### src/rtl/lpmf_pkg.sv
// Shared constants, codes and interface structs of the length-prefixed message FIFO.
package lpmf_pkg;

  localparam int STORE_DEPTH = 256;
  localparam int MAX_READ    = 64;

  localparam int ADDR_W = $clog2(STORE_DEPTH);
  localparam int CNT_W  = $clog2(STORE_DEPTH + 1);
  localparam int RL_W   = $clog2(MAX_READ + 1);
  localparam int LIM_W  = 7;
  localparam int SUM_W  = ((CNT_W > 9) ? CNT_W : 9) + 1;

  typedef enum logic [1:0] {
    OP_BEGIN = 2'd0,
    OP_WRITE = 2'd1,
    OP_READ  = 2'd2,
    OP_CLEAR = 2'd3
  } op_t;

  typedef enum logic [2:0] {
    STAT_OK      = 3'd0,
    STAT_NOSPACE = 3'd1,
    STAT_EMPTY   = 3'd2,
    STAT_ZEROLIM = 3'd3,
    STAT_SEQ     = 3'd4
  } status_t;

  typedef enum logic [2:0] {
    S_IDLE,
    S_HEAD_CAP,
    S_STREAM,
    S_ZERO_BEAT,
    S_PATCH
  } state_t;

  typedef struct packed {
    logic              we;
    logic [ADDR_W-1:0] waddr;
    logic [7:0]        wdata;
    logic              re;
    logic [ADDR_W-1:0] raddr;
  } ram_req_t;

  typedef struct packed {
    logic             load;
    status_t          status;
    logic [7:0]       data;
    logic             byte_valid;
    logic             last;
    logic [CNT_W-1:0] used;
    logic [7:0]       head;
  } beat_t;

endpackage

### src/rtl/lpmf_ram.sv
// Generic simple dual-port RAM with one write port and a registered read port.
module lpmf_ram #(
  parameter int WIDTH = 8,
  parameter int DEPTH = 256
) (
  input  logic                     clk,
  input  logic                     we,
  input  logic [$clog2(DEPTH)-1:0] waddr,
  input  logic [WIDTH-1:0]         wdata,
  input  logic                     re,
  input  logic [$clog2(DEPTH)-1:0] raddr,
  output logic [WIDTH-1:0]         rdata
);

  logic [WIDTH-1:0] mem [DEPTH];
  logic [WIDTH-1:0] rdata_r;

  always_ff @(posedge clk) begin
    if (we) begin
      mem[waddr] <= wdata;
    end
    if (re) begin
      rdata_r <= mem[raddr];
    end
  end

  assign rdata = rdata_r;

endmodule

### src/rtl/lpmf_out.sv
// Output register stage of the result channel.
module lpmf_out (
  input  logic                       clk,
  input  logic                       rst_n,
  input  lpmf_pkg::beat_t            beat,
  output logic                       free,
  output logic                       out_valid,
  input  logic                       out_stall,
  output logic [2:0]                 out_status,
  output logic [7:0]                 out_out_byte,
  output logic                       out_byte_valid,
  output logic                       out_last,
  output logic [lpmf_pkg::CNT_W-1:0] out_used_bytes,
  output logic [7:0]                 out_head_length
);

  logic            valid_r;
  logic            valid_nxt;
  lpmf_pkg::beat_t beat_r;

  assign free = !valid_r || !out_stall;

  always_comb begin
    valid_nxt = valid_r;
    if (beat.load) begin
      valid_nxt = 1'b1;
    end else if (!out_stall) begin
      valid_nxt = 1'b0;
    end
  end

  always_ff @(posedge clk) begin
    if (!rst_n) begin
      valid_r <= 1'b0;
    end else begin
      valid_r <= valid_nxt;
    end
  end

  always_ff @(posedge clk) begin
    if (beat.load) begin
      beat_r <= beat;
    end
  end

  assign out_valid       = valid_r;
  assign out_status      = beat_r.status;
  assign out_out_byte    = beat_r.data;
  assign out_byte_valid  = beat_r.byte_valid;
  assign out_last        = beat_r.last;
  assign out_used_bytes  = beat_r.used;
  assign out_head_length = beat_r.head;

endmodule

### src/rtl/lpmf_ctrl.sv
// Command sequencer: ring pointers, occupancy, head length and the read stream.
module lpmf_ctrl (
  input  logic                        clk,
  input  logic                        rst_n,
  input  logic                        in_valid,
  output logic                        in_stall,
  input  logic [1:0]                  in_operation,
  input  logic [7:0]                  in_msg_length,
  input  logic [7:0]                  in_payload,
  input  logic [lpmf_pkg::LIM_W-1:0]  in_read_limit,
  input  logic                        out_free,
  output lpmf_pkg::ram_req_t          ram_req,
  input  logic [7:0]                  ram_rdata,
  output lpmf_pkg::beat_t             beat
);

  localparam int AW = lpmf_pkg::ADDR_W;
  localparam int CW = lpmf_pkg::CNT_W;
  localparam int RW = lpmf_pkg::RL_W;
  localparam int SW = lpmf_pkg::SUM_W;

  // Add an offset of at most one full ring to a pointer and wrap once.
  function automatic logic [AW-1:0] ptr_add(input logic [AW-1:0] p, input logic [CW-1:0] k);
    logic [CW:0] s;
    s = (CW+1)'(p) + (CW+1)'(k);
    if (s >= (CW+1)'(lpmf_pkg::STORE_DEPTH)) begin
      s = s - (CW+1)'(lpmf_pkg::STORE_DEPTH);
    end
    return s[AW-1:0];
  endfunction

  lpmf_pkg::state_t state_r, state_nxt;
  logic [AW-1:0] wp_r, wp_nxt;
  logic [AW-1:0] rp_r, rp_nxt;
  logic [CW-1:0] occ_r, occ_nxt;
  logic [7:0]    pend_r, pend_nxt;
  logic          wip_r, wip_nxt;
  logic [7:0]    head_r, head_nxt;
  logic [RW-1:0] iss_cnt_r, iss_cnt_nxt;
  logic [RW-1:0] emit_cnt_r, emit_cnt_nxt;
  logic [AW-1:0] rd_addr_r, rd_addr_nxt;
  logic          rdpend_r, rdpend_nxt;
  logic          split_r, split_nxt;

  logic                       accept;
  lpmf_pkg::op_t              op;
  logic [lpmf_pkg::LIM_W-1:0] lim_sat;
  logic                       rd_ok;
  logic                       rd_full;
  logic                       stream_load;
  logic                       stream_issue;
  logic [SW-1:0]              need;
  logic [SW-1:0]              take;

  assign in_stall = !((state_r == lpmf_pkg::S_IDLE) && out_free);
  assign accept   = in_valid && !in_stall;
  assign op       = lpmf_pkg::op_t'(in_operation);

  always_comb begin
    lim_sat = in_read_limit;
    if (in_read_limit > lpmf_pkg::LIM_W'(lpmf_pkg::MAX_READ)) begin
      lim_sat = lpmf_pkg::LIM_W'(lpmf_pkg::MAX_READ);
    end
    rd_ok        = !wip_r && (in_read_limit != '0) && (occ_r != '0);
    rd_full      = head_r <= 8'(lim_sat);
    need         = SW'(occ_r) + SW'(in_msg_length) + SW'(1);
    take         = rd_full ? SW'(head_r) + SW'(1) : SW'(lim_sat);
    stream_load  = rdpend_r && out_free;
    stream_issue = (iss_cnt_r != '0) && (!rdpend_r || stream_load);
  end

  // Next state
  always_comb begin
    state_nxt = state_r;
    case (state_r)
      lpmf_pkg::S_IDLE: begin
        if (accept && (op == lpmf_pkg::OP_READ) && rd_ok) begin
          state_nxt = rd_full ? lpmf_pkg::S_HEAD_CAP : lpmf_pkg::S_STREAM;
        end
      end
      lpmf_pkg::S_HEAD_CAP: begin
        state_nxt = (emit_cnt_r == '0) ? lpmf_pkg::S_ZERO_BEAT : lpmf_pkg::S_STREAM;
      end
      lpmf_pkg::S_STREAM: begin
        if (stream_load && (emit_cnt_r == RW'(1))) begin
          state_nxt = split_r ? lpmf_pkg::S_PATCH : lpmf_pkg::S_IDLE;
        end
      end
      lpmf_pkg::S_ZERO_BEAT: begin
        if (out_free) begin
          state_nxt = lpmf_pkg::S_IDLE;
        end
      end
      lpmf_pkg::S_PATCH: begin
        state_nxt = lpmf_pkg::S_IDLE;
      end
      default: begin
        state_nxt = lpmf_pkg::S_IDLE;
      end
    endcase
  end

  // Datapath, memory requests and result beats
  always_comb begin
    wp_nxt       = wp_r;
    rp_nxt       = rp_r;
    occ_nxt      = occ_r;
    pend_nxt     = pend_r;
    wip_nxt      = wip_r;
    head_nxt     = head_r;
    iss_cnt_nxt  = iss_cnt_r;
    emit_cnt_nxt = emit_cnt_r;
    rd_addr_nxt  = rd_addr_r;
    rdpend_nxt   = rdpend_r;
    split_nxt    = split_r;
    ram_req      = '0;
    beat         = '0;
    beat.status  = lpmf_pkg::STAT_OK;
    beat.last    = 1'b1;

    case (state_r)
      lpmf_pkg::S_IDLE: begin
        if (accept) begin
          beat.load = 1'b1;
          case (op)
            lpmf_pkg::OP_BEGIN: begin
              if (wip_r) begin
                beat.status = lpmf_pkg::STAT_SEQ;
              end else if (need > SW'(lpmf_pkg::STORE_DEPTH)) begin
                beat.status = lpmf_pkg::STAT_NOSPACE;
              end else begin
                ram_req.we    = 1'b1;
                ram_req.waddr = wp_r;
                ram_req.wdata = in_msg_length;
                wp_nxt        = ptr_add(wp_r, CW'(1));
                occ_nxt       = need[CW-1:0];
                pend_nxt      = in_msg_length;
                wip_nxt       = in_msg_length != 8'd0;
                if (occ_r == '0) begin
                  head_nxt = in_msg_length;
                end
              end
            end
            lpmf_pkg::OP_WRITE: begin
              if (!wip_r) begin
                beat.status = lpmf_pkg::STAT_SEQ;
              end else begin
                ram_req.we    = 1'b1;
                ram_req.waddr = wp_r;
                ram_req.wdata = in_payload;
                wp_nxt        = ptr_add(wp_r, CW'(1));
                pend_nxt      = pend_r - 8'd1;
                wip_nxt       = pend_r != 8'd1;
              end
            end
            lpmf_pkg::OP_READ: begin
              if (wip_r) begin
                beat.status = lpmf_pkg::STAT_SEQ;
              end else if (in_read_limit == '0) begin
                beat.status = lpmf_pkg::STAT_ZEROLIM;
              end else if (occ_r == '0) begin
                beat.status = lpmf_pkg::STAT_EMPTY;
              end else begin
                // The result beats come later from the stream states.
                beat.load   = 1'b0;
                rp_nxt      = ptr_add(rp_r, take[CW-1:0]);
                occ_nxt     = (SW'(occ_r) >= take) ? CW'(SW'(occ_r) - take) : '0;
                rd_addr_nxt = ptr_add(rp_r, CW'(1));
                rdpend_nxt  = 1'b0;
                split_nxt   = !rd_full;
                if (rd_full) begin
                  iss_cnt_nxt   = RW'(head_r);
                  emit_cnt_nxt  = RW'(head_r);
                  // Fetch the next head length ahead of the payload.
                  ram_req.re    = 1'b1;
                  ram_req.raddr = rp_nxt;
                end else begin
                  iss_cnt_nxt  = RW'(lim_sat);
                  emit_cnt_nxt = RW'(lim_sat);
                  head_nxt     = head_r - 8'(lim_sat);
                end
              end
            end
            lpmf_pkg::OP_CLEAR: begin
              wp_nxt   = '0;
              rp_nxt   = '0;
              occ_nxt  = '0;
              pend_nxt = 8'd0;
              wip_nxt  = 1'b0;
              head_nxt = 8'd0;
            end
            default: begin
              beat.load = 1'b0;
            end
          endcase
        end
      end
      lpmf_pkg::S_HEAD_CAP: begin
        head_nxt = ram_rdata;
      end
      lpmf_pkg::S_STREAM: begin
        if (stream_issue) begin
          ram_req.re    = 1'b1;
          ram_req.raddr = rd_addr_r;
          rd_addr_nxt   = ptr_add(rd_addr_r, CW'(1));
          iss_cnt_nxt   = iss_cnt_r - RW'(1);
        end
        if (stream_load) begin
          beat.load       = 1'b1;
          beat.data       = ram_rdata;
          beat.byte_valid = 1'b1;
          beat.last       = emit_cnt_r == RW'(1);
          emit_cnt_nxt    = emit_cnt_r - RW'(1);
        end
        // Hold the fetched byte until the output stage takes it.
        rdpend_nxt = stream_issue || (rdpend_r && !stream_load);
      end
      lpmf_pkg::S_ZERO_BEAT: begin
        beat.load = out_free;
      end
      lpmf_pkg::S_PATCH: begin
        // Rewrite the slot of the last byte sent as the remainder's length.
        ram_req.we    = 1'b1;
        ram_req.waddr = rp_r;
        ram_req.wdata = head_r;
      end
      default: begin
        beat.load = 1'b0;
      end
    endcase

    beat.used = occ_nxt;
    beat.head = (occ_nxt != '0) ? head_nxt : 8'd0;
  end

  always_ff @(posedge clk) begin
    if (!rst_n) begin
      state_r    <= lpmf_pkg::S_IDLE;
      wp_r       <= '0;
      rp_r       <= '0;
      occ_r      <= '0;
      pend_r     <= 8'd0;
      wip_r      <= 1'b0;
      head_r     <= 8'd0;
      iss_cnt_r  <= '0;
      emit_cnt_r <= '0;
      rdpend_r   <= 1'b0;
      split_r    <= 1'b0;
    end else begin
      state_r    <= state_nxt;
      wp_r       <= wp_nxt;
      rp_r       <= rp_nxt;
      occ_r      <= occ_nxt;
      pend_r     <= pend_nxt;
      wip_r      <= wip_nxt;
      head_r     <= head_nxt;
      iss_cnt_r  <= iss_cnt_nxt;
      emit_cnt_r <= emit_cnt_nxt;
      rdpend_r   <= rdpend_nxt;
      split_r    <= split_nxt;
    end
  end

  always_ff @(posedge clk) begin
    rd_addr_r <= rd_addr_nxt;
  end

endmodule

### src/rtl/length_prefixed_message_fifo_top.sv
// Top level of the length-prefixed message FIFO.
//
// A byte ring that holds messages, each a length byte and its payload.
// Input channel (in_*): one command per beat: begin write, write byte, read, clear.
// Result channel (out_*): status, optional payload byte with a last mark, the
// occupied byte count and the head message length after the command.
// Begin, write byte, clear and every error give one result, registered in the
// cycle after the command; with the result channel flowing, one such command
// is taken every cycle.
// A read of n bytes streams the payload from the ring memory at one byte per
// cycle while the result channel flows, through its registered read port,
// and takes no command until done: a whole message first captures the next
// length lookup, a split message then writes its remainder length back. A
// zero-length message gives a single result with no payload byte.
// Reset empties the ring at once; the memory contents need no clearing.
// A stall on the result channel holds the current result and pauses the
// read stream; no command is taken while a result cannot be stored.
module length_prefixed_message_fifo_top (
  input  logic                       clk,
  input  logic                       rst_n,
  input  logic                       in_valid,
  output logic                       in_stall,
  input  logic [1:0]                 in_operation,
  input  logic [7:0]                 in_msg_length,
  input  logic [7:0]                 in_payload,
  input  logic [lpmf_pkg::LIM_W-1:0] in_read_limit,
  output logic                       out_valid,
  input  logic                       out_stall,
  output logic [2:0]                 out_status,
  output logic [7:0]                 out_out_byte,
  output logic                       out_byte_valid,
  output logic                       out_last,
  output logic [lpmf_pkg::CNT_W-1:0] out_used_bytes,
  output logic [7:0]                 out_head_length
);

  lpmf_pkg::ram_req_t ram_req;
  lpmf_pkg::beat_t    beat;
  logic [7:0]         ram_rdata;
  logic               out_free;

  lpmf_ctrl u_ctrl (
    .clk           (clk),
    .rst_n         (rst_n),
    .in_valid      (in_valid),
    .in_stall      (in_stall),
    .in_operation  (in_operation),
    .in_msg_length (in_msg_length),
    .in_payload    (in_payload),
    .in_read_limit (in_read_limit),
    .out_free      (out_free),
    .ram_req       (ram_req),
    .ram_rdata     (ram_rdata),
    .beat          (beat)
  );

  lpmf_ram #(
    .WIDTH (8),
    .DEPTH (lpmf_pkg::STORE_DEPTH)
  ) u_ram (
    .clk   (clk),
    .we    (ram_req.we),
    .waddr (ram_req.waddr),
    .wdata (ram_req.wdata),
    .re    (ram_req.re),
    .raddr (ram_req.raddr),
    .rdata (ram_rdata)
  );

  lpmf_out u_out (
    .clk             (clk),
    .rst_n           (rst_n),
    .beat            (beat),
    .free            (out_free),
    .out_valid       (out_valid),
    .out_stall       (out_stall),
    .out_status      (out_status),
    .out_out_byte    (out_out_byte),
    .out_byte_valid  (out_byte_valid),
    .out_last        (out_last),
    .out_used_bytes  (out_used_bytes),
    .out_head_length (out_head_length)
  );

  a_byte_ok: assert property (@(posedge clk) disable iff (!rst_n)
    out_valid && out_byte_valid |-> out_status == lpmf_pkg::STAT_OK)
    else $error("payload beat with error status");

  a_used_range: assert property (@(posedge clk) disable iff (!rst_n)
    out_valid |-> out_used_bytes <= lpmf_pkg::CNT_W'(lpmf_pkg::STORE_DEPTH))
    else $error("occupied count beyond ring size");

  a_empty_head: assert property (@(posedge clk) disable iff (!rst_n)
    out_valid && (out_used_bytes == '0) |-> out_head_length == 8'd0)
    else $error("head length reported on empty ring");

  a_no_accept_busy: assert property (@(posedge clk) disable iff (!rst_n)
    out_valid && !out_last |-> in_stall)
    else $error("command taken in the middle of a read stream");

endmodule
### config.mk
export PLATFORM = sky130hd
export DESIGN_NAME = length_prefixed_message_fifo_top
export DESIGN_NICKNAME = d
export VERILOG_FILES = /design/src/rtl/lpmf_pkg.sv /design/src/rtl/lpmf_ram.sv /design/src/rtl/lpmf_out.sv /design/src/rtl/lpmf_ctrl.sv /design/src/rtl/length_prefixed_message_fifo_top.sv
export SDC_FILE = /design/constraint.sdc
export NUM_CORES = 2
export LEC_CHECK = 0
export ABC_CLOCK_PERIOD_IN_PS = 41700
export CORE_UTILIZATION = 32
export DETAILED_ROUTE_END_ITERATION = 7
export DONT_BUFFER_PORTS = 1
export GPL_TIMING_DRIVEN = 0
export PLACE_DENSITY = 0.52
export SLEW_MARGIN = 20
export SYNTH_ARGS = -nofsm -noshare
export SYNTH_HDL_FRONTEND = slang
export SYNTH_HIERARCHICAL = 1
export SYNTH_SLANG_ARGS = --single-unit
### constraint.sdc
create_clock -name clk -period 41.7 [get_ports clk]
set_clock_uncertainty 0.05 [all_clocks]
set_input_delay 8.34 -clock clk [delete_from_list [all_inputs] [get_ports clk]]
set_output_delay 8.34 -clock clk [all_outputs]
set_load 0.1 [all_outputs]
==> out/metrics.yaml <==
clkTransAtPathRegs_ns: 0.06
synth_area_sq_um: 87000
hold_viol: 0
min_path_cells: 2
worstMarginPinSlew_ns: 1.40
drv_slew: 0
clk_latency_ns: 0.94
core_area_sq_um: 271000
cts_tree: "built"
gr-usage-met1_pct: 28.7
ios: 61
first_pass_iters: 7
wl_mm: 288
synthDistinctLibCells: 95
status: "finished, final reports clean"
setup_viol: 0
top_usage_layer: "met2"
place_hpwl_mm: 205
final_area_sq_um: 101000
grt_usage_pct: 20.8
area_growth_pct: 16.4
crit_chain: "nand2_1, nand2_1"
crit_type: "in -> out"
ys.warnings.count: 6
fmax_ghz: 0.0565
rows: 191
vias: 49200
postCtsSetupBuffers: 0
critPathRequiredTime_ns: 33.31
start_kind: "primary input"
synthArstFlopShare_pct: 0
fin_crit_sh_pct: 42.4
hp-class: "reg -> reg"
place_area_sq_um: 94300
cts_resized: 0
start_util_pct: 32.1
ff2ff_path_depth: 24
cap_viol_max_count: 0
p_leak_nw: 31.3
min_period_ns: 17.70
cts_num_sinks: 2156
syn_inst: 4616
vdd_ir_drop_max_v: 0.0000347
grt_pass1_vias: 47400
cp-end-kind: "output pin"
met3_usage_pct: 4.96
place_congestion: 0.902
io_buffers: 0
ant_nets: 0
slowest_stage: "nand2_1"
cts_max_path_buffers: 4
register_area_sq_um: 64100
arrival_ns: 9.31
synth_flop_cell: "edfxtp_1"
post_drt_wl_per_cell_microns: 33.2
drt-initial-drc-count: 6670
p_per_area_nw_per_um2: 50.8
die_y_microns: 523
ys_ff_latch: 2156
cp.depth: 2
drc_errors: 0
clockRootBuffer: "clkbuf_16"
synth_edf_count: 2094
crit_path_frequent_cell: "nand2_1"
final_layout_size_suffix_gt1_share_pct: 20.9
relSlewSlack_pct: 6.04
multiInputGateArea_sq_um: 21300
path_max_fanout: 7
grt.met2_usage_pct: 32.0
path_buf_inv: 0
rsz0062_at_grt: "false"
htree_levels: 4
holdBufCountCts: 0
synth_fp_nets: 4689
antenna_found_initial: 20
fp.dieW_microns: 523
routed_via_density: 5.66
fin_nets: 5023
dieArea_sq_um: 274000
cts_buffers: 227
fin_setup_tns_ns: 0
yosysSeqAreaShare_pct: 73.7
overflow: 0
grt_pass1_wl_mm: 393
critPathTopFamily: "simple AND/OR/NAND/NOR gates"
cp_slowest_stage_delay_ns: 0.80
syn_area_per_cell_sq_um: 18.8
grt_max_degree: 37
fillers: 25000
## sequential cells by signal (all words and copies together), names as in the netlist
register               count
u_ctrl/head_r              8
u_out/out_valid            1
u_out/out_head_length      8
u_ctrl/rdpend_r            1
u_ctrl/iss_cnt_r           7
u_ctrl/rp_r                8
u_out/out_status           3
u_out/out_byte_valid       1
u_ctrl/wip_r               1
u_ram/mem               2048
u_ctrl/split_r             1
u_ctrl/rd_addr_r           8
u_out/out_out_byte         8
u_ctrl/occ_r               9
u_ctrl/pend_r              8
u_ctrl/wp_r                8
u_ctrl/emit_cnt_r          7
u_out/out_last             1
u_out/out_used_bytes       9
u_ram/rdata                8
u_ctrl/state_r             3
## logic make-up after synthesis
| group | count (synthesis) | synth area share, % |
|---|---|---|
| adders and majority gates | 44 | 0.668 |
| other | 1 | 0.00431 |
| xor gates and xnor gates | 41 | 0.413 |
| muxes | 603 | 13.5 |
| buffers and inverters | 307 | 1.99 |
| AOI/OAI and AO/OA | 643 | 5.19 |
| and+or+nand+nor | 821 | 4.49 |
| DFF | 2156 | 73.7 |
## tightest hold or removal path: stages (launching register included)
cell	delay [ns]
dfxtp_1	0.31
nand2_1	0.07
a2111oi_0	0.05
## routing by layer
| metal | vias up | part of all wire [%] |
|---|---|---|
| li1 | 19700 | - |
| met1 | 26400 | 41 |
| met2 | 2666 | 45 |
| met3 | 439 | 10 |
| met4 | 10 | 3.7 |
| met5 | - | 0.021 |
## worst paths after layout
| check | slack, ns | from | to |
|---|---|---|---|
| worst max-delay path | 24.00 | out_stall | in_stall |
| worst min-delay path | 0.43 | u_ctrl/split_r | u_ctrl/state_r[2] |
| worst max register to register | 31.29 | u_ctrl/head_r[0] | u_ram/rdata[3] |
| worst min register to register | 0.43 | u_ctrl/split_r | u_ctrl/state_r[2] |
## stage by stage
step / worst slack (ns) / hold WS [ns] / utilization [%] / power (mW) / cells
6_report: 24.00 / 0.435 / 37.4 / 5.14 / 8688
5_1_grt: 23.97 / 0.480 / 37.4 / 5.28 / 8685
4_1_cts: 24.01 / 0.425 / 37.4 / 5.16 / 8684
3_5_place_dp: 23.92 / 0.413 / 34.9 / 3.25 / 8291
3_3_place_gp: 2.95 / 0.421 / 33.8 / 3.26 / 8186
2_1_floorplan: 18.60 / 0.368 / - / 3.00 / 4616
## report_power, final
part           internal (mW)  switching [mW]  total [mW]  leakage (nW)
sequential              2.41           0.112        2.52          20.3
combinational          0.244           0.442       0.686          7.61
clock                   1.09           0.836        1.93          3.39
total                   3.75            1.39        5.14          31.3
## Yosys cell counts (all sizes together) (21+ instances only)
master,instances,area share (%)
edfxtp,2094,72
mux4,456,12
nor2,366,1.6
a22oi,149,1.3
a21oi,148,0.86
clkbuf,146,0.63
mux2i,145,1.7
buf,126,1.2
nand2,115,0.50
o21ai,74,0.43
dfxtp,62,1.4
nand3,60,0.35
and2,51,0.37
nor2b,51,0.37
o221ai,51,0.54
nor3,41,0.24
ha,40,0.58
o22ai,36,0.27
nor4,35,0.27
inv,33,0.14
xnor2,26,0.26
a211oi,24,0.21
nand2b,22,0.16
a22o,21,0.21
## cells in the final DEF, fill, tap and decap left out, drive strengths merged, types with 9 or more instances in the layout
master,instances
a22oi,149
xor2,15
nand3,60
mux2i,145
nand4,19
o21ai,74
inv,37
nor4,35
nor3,41
a221oi,17
mux4,456
nand2b,22
buf,229
and2,51
o211ai,17
o221ai,51
nand2,115
a21boi,17
a221o,9
clkbuf,427
a22o,21
nor2b,51
clkinv,94
xnor2,26
and3,10
nor2,366
a211oi,24
ha,40
edfxtp,2094
a21oi,148
o22ai,36
or2,11
o21a,9
bufinv,15
dfxtp,62
## cell type report
cell class                 instances  area share (%)
sequential                      2156            63.4
multi-input combinational       2153            21.1
clock buffer                     281            5.85
tap                             3570            4.41
timing repair buffer             105            2.57
buffer                           272            1.63
clock inverter                   112           0.970
inverter                          35           0.130
antenna                            4         0.00989
No activity file was read; power rests on OpenSTA's default activity.
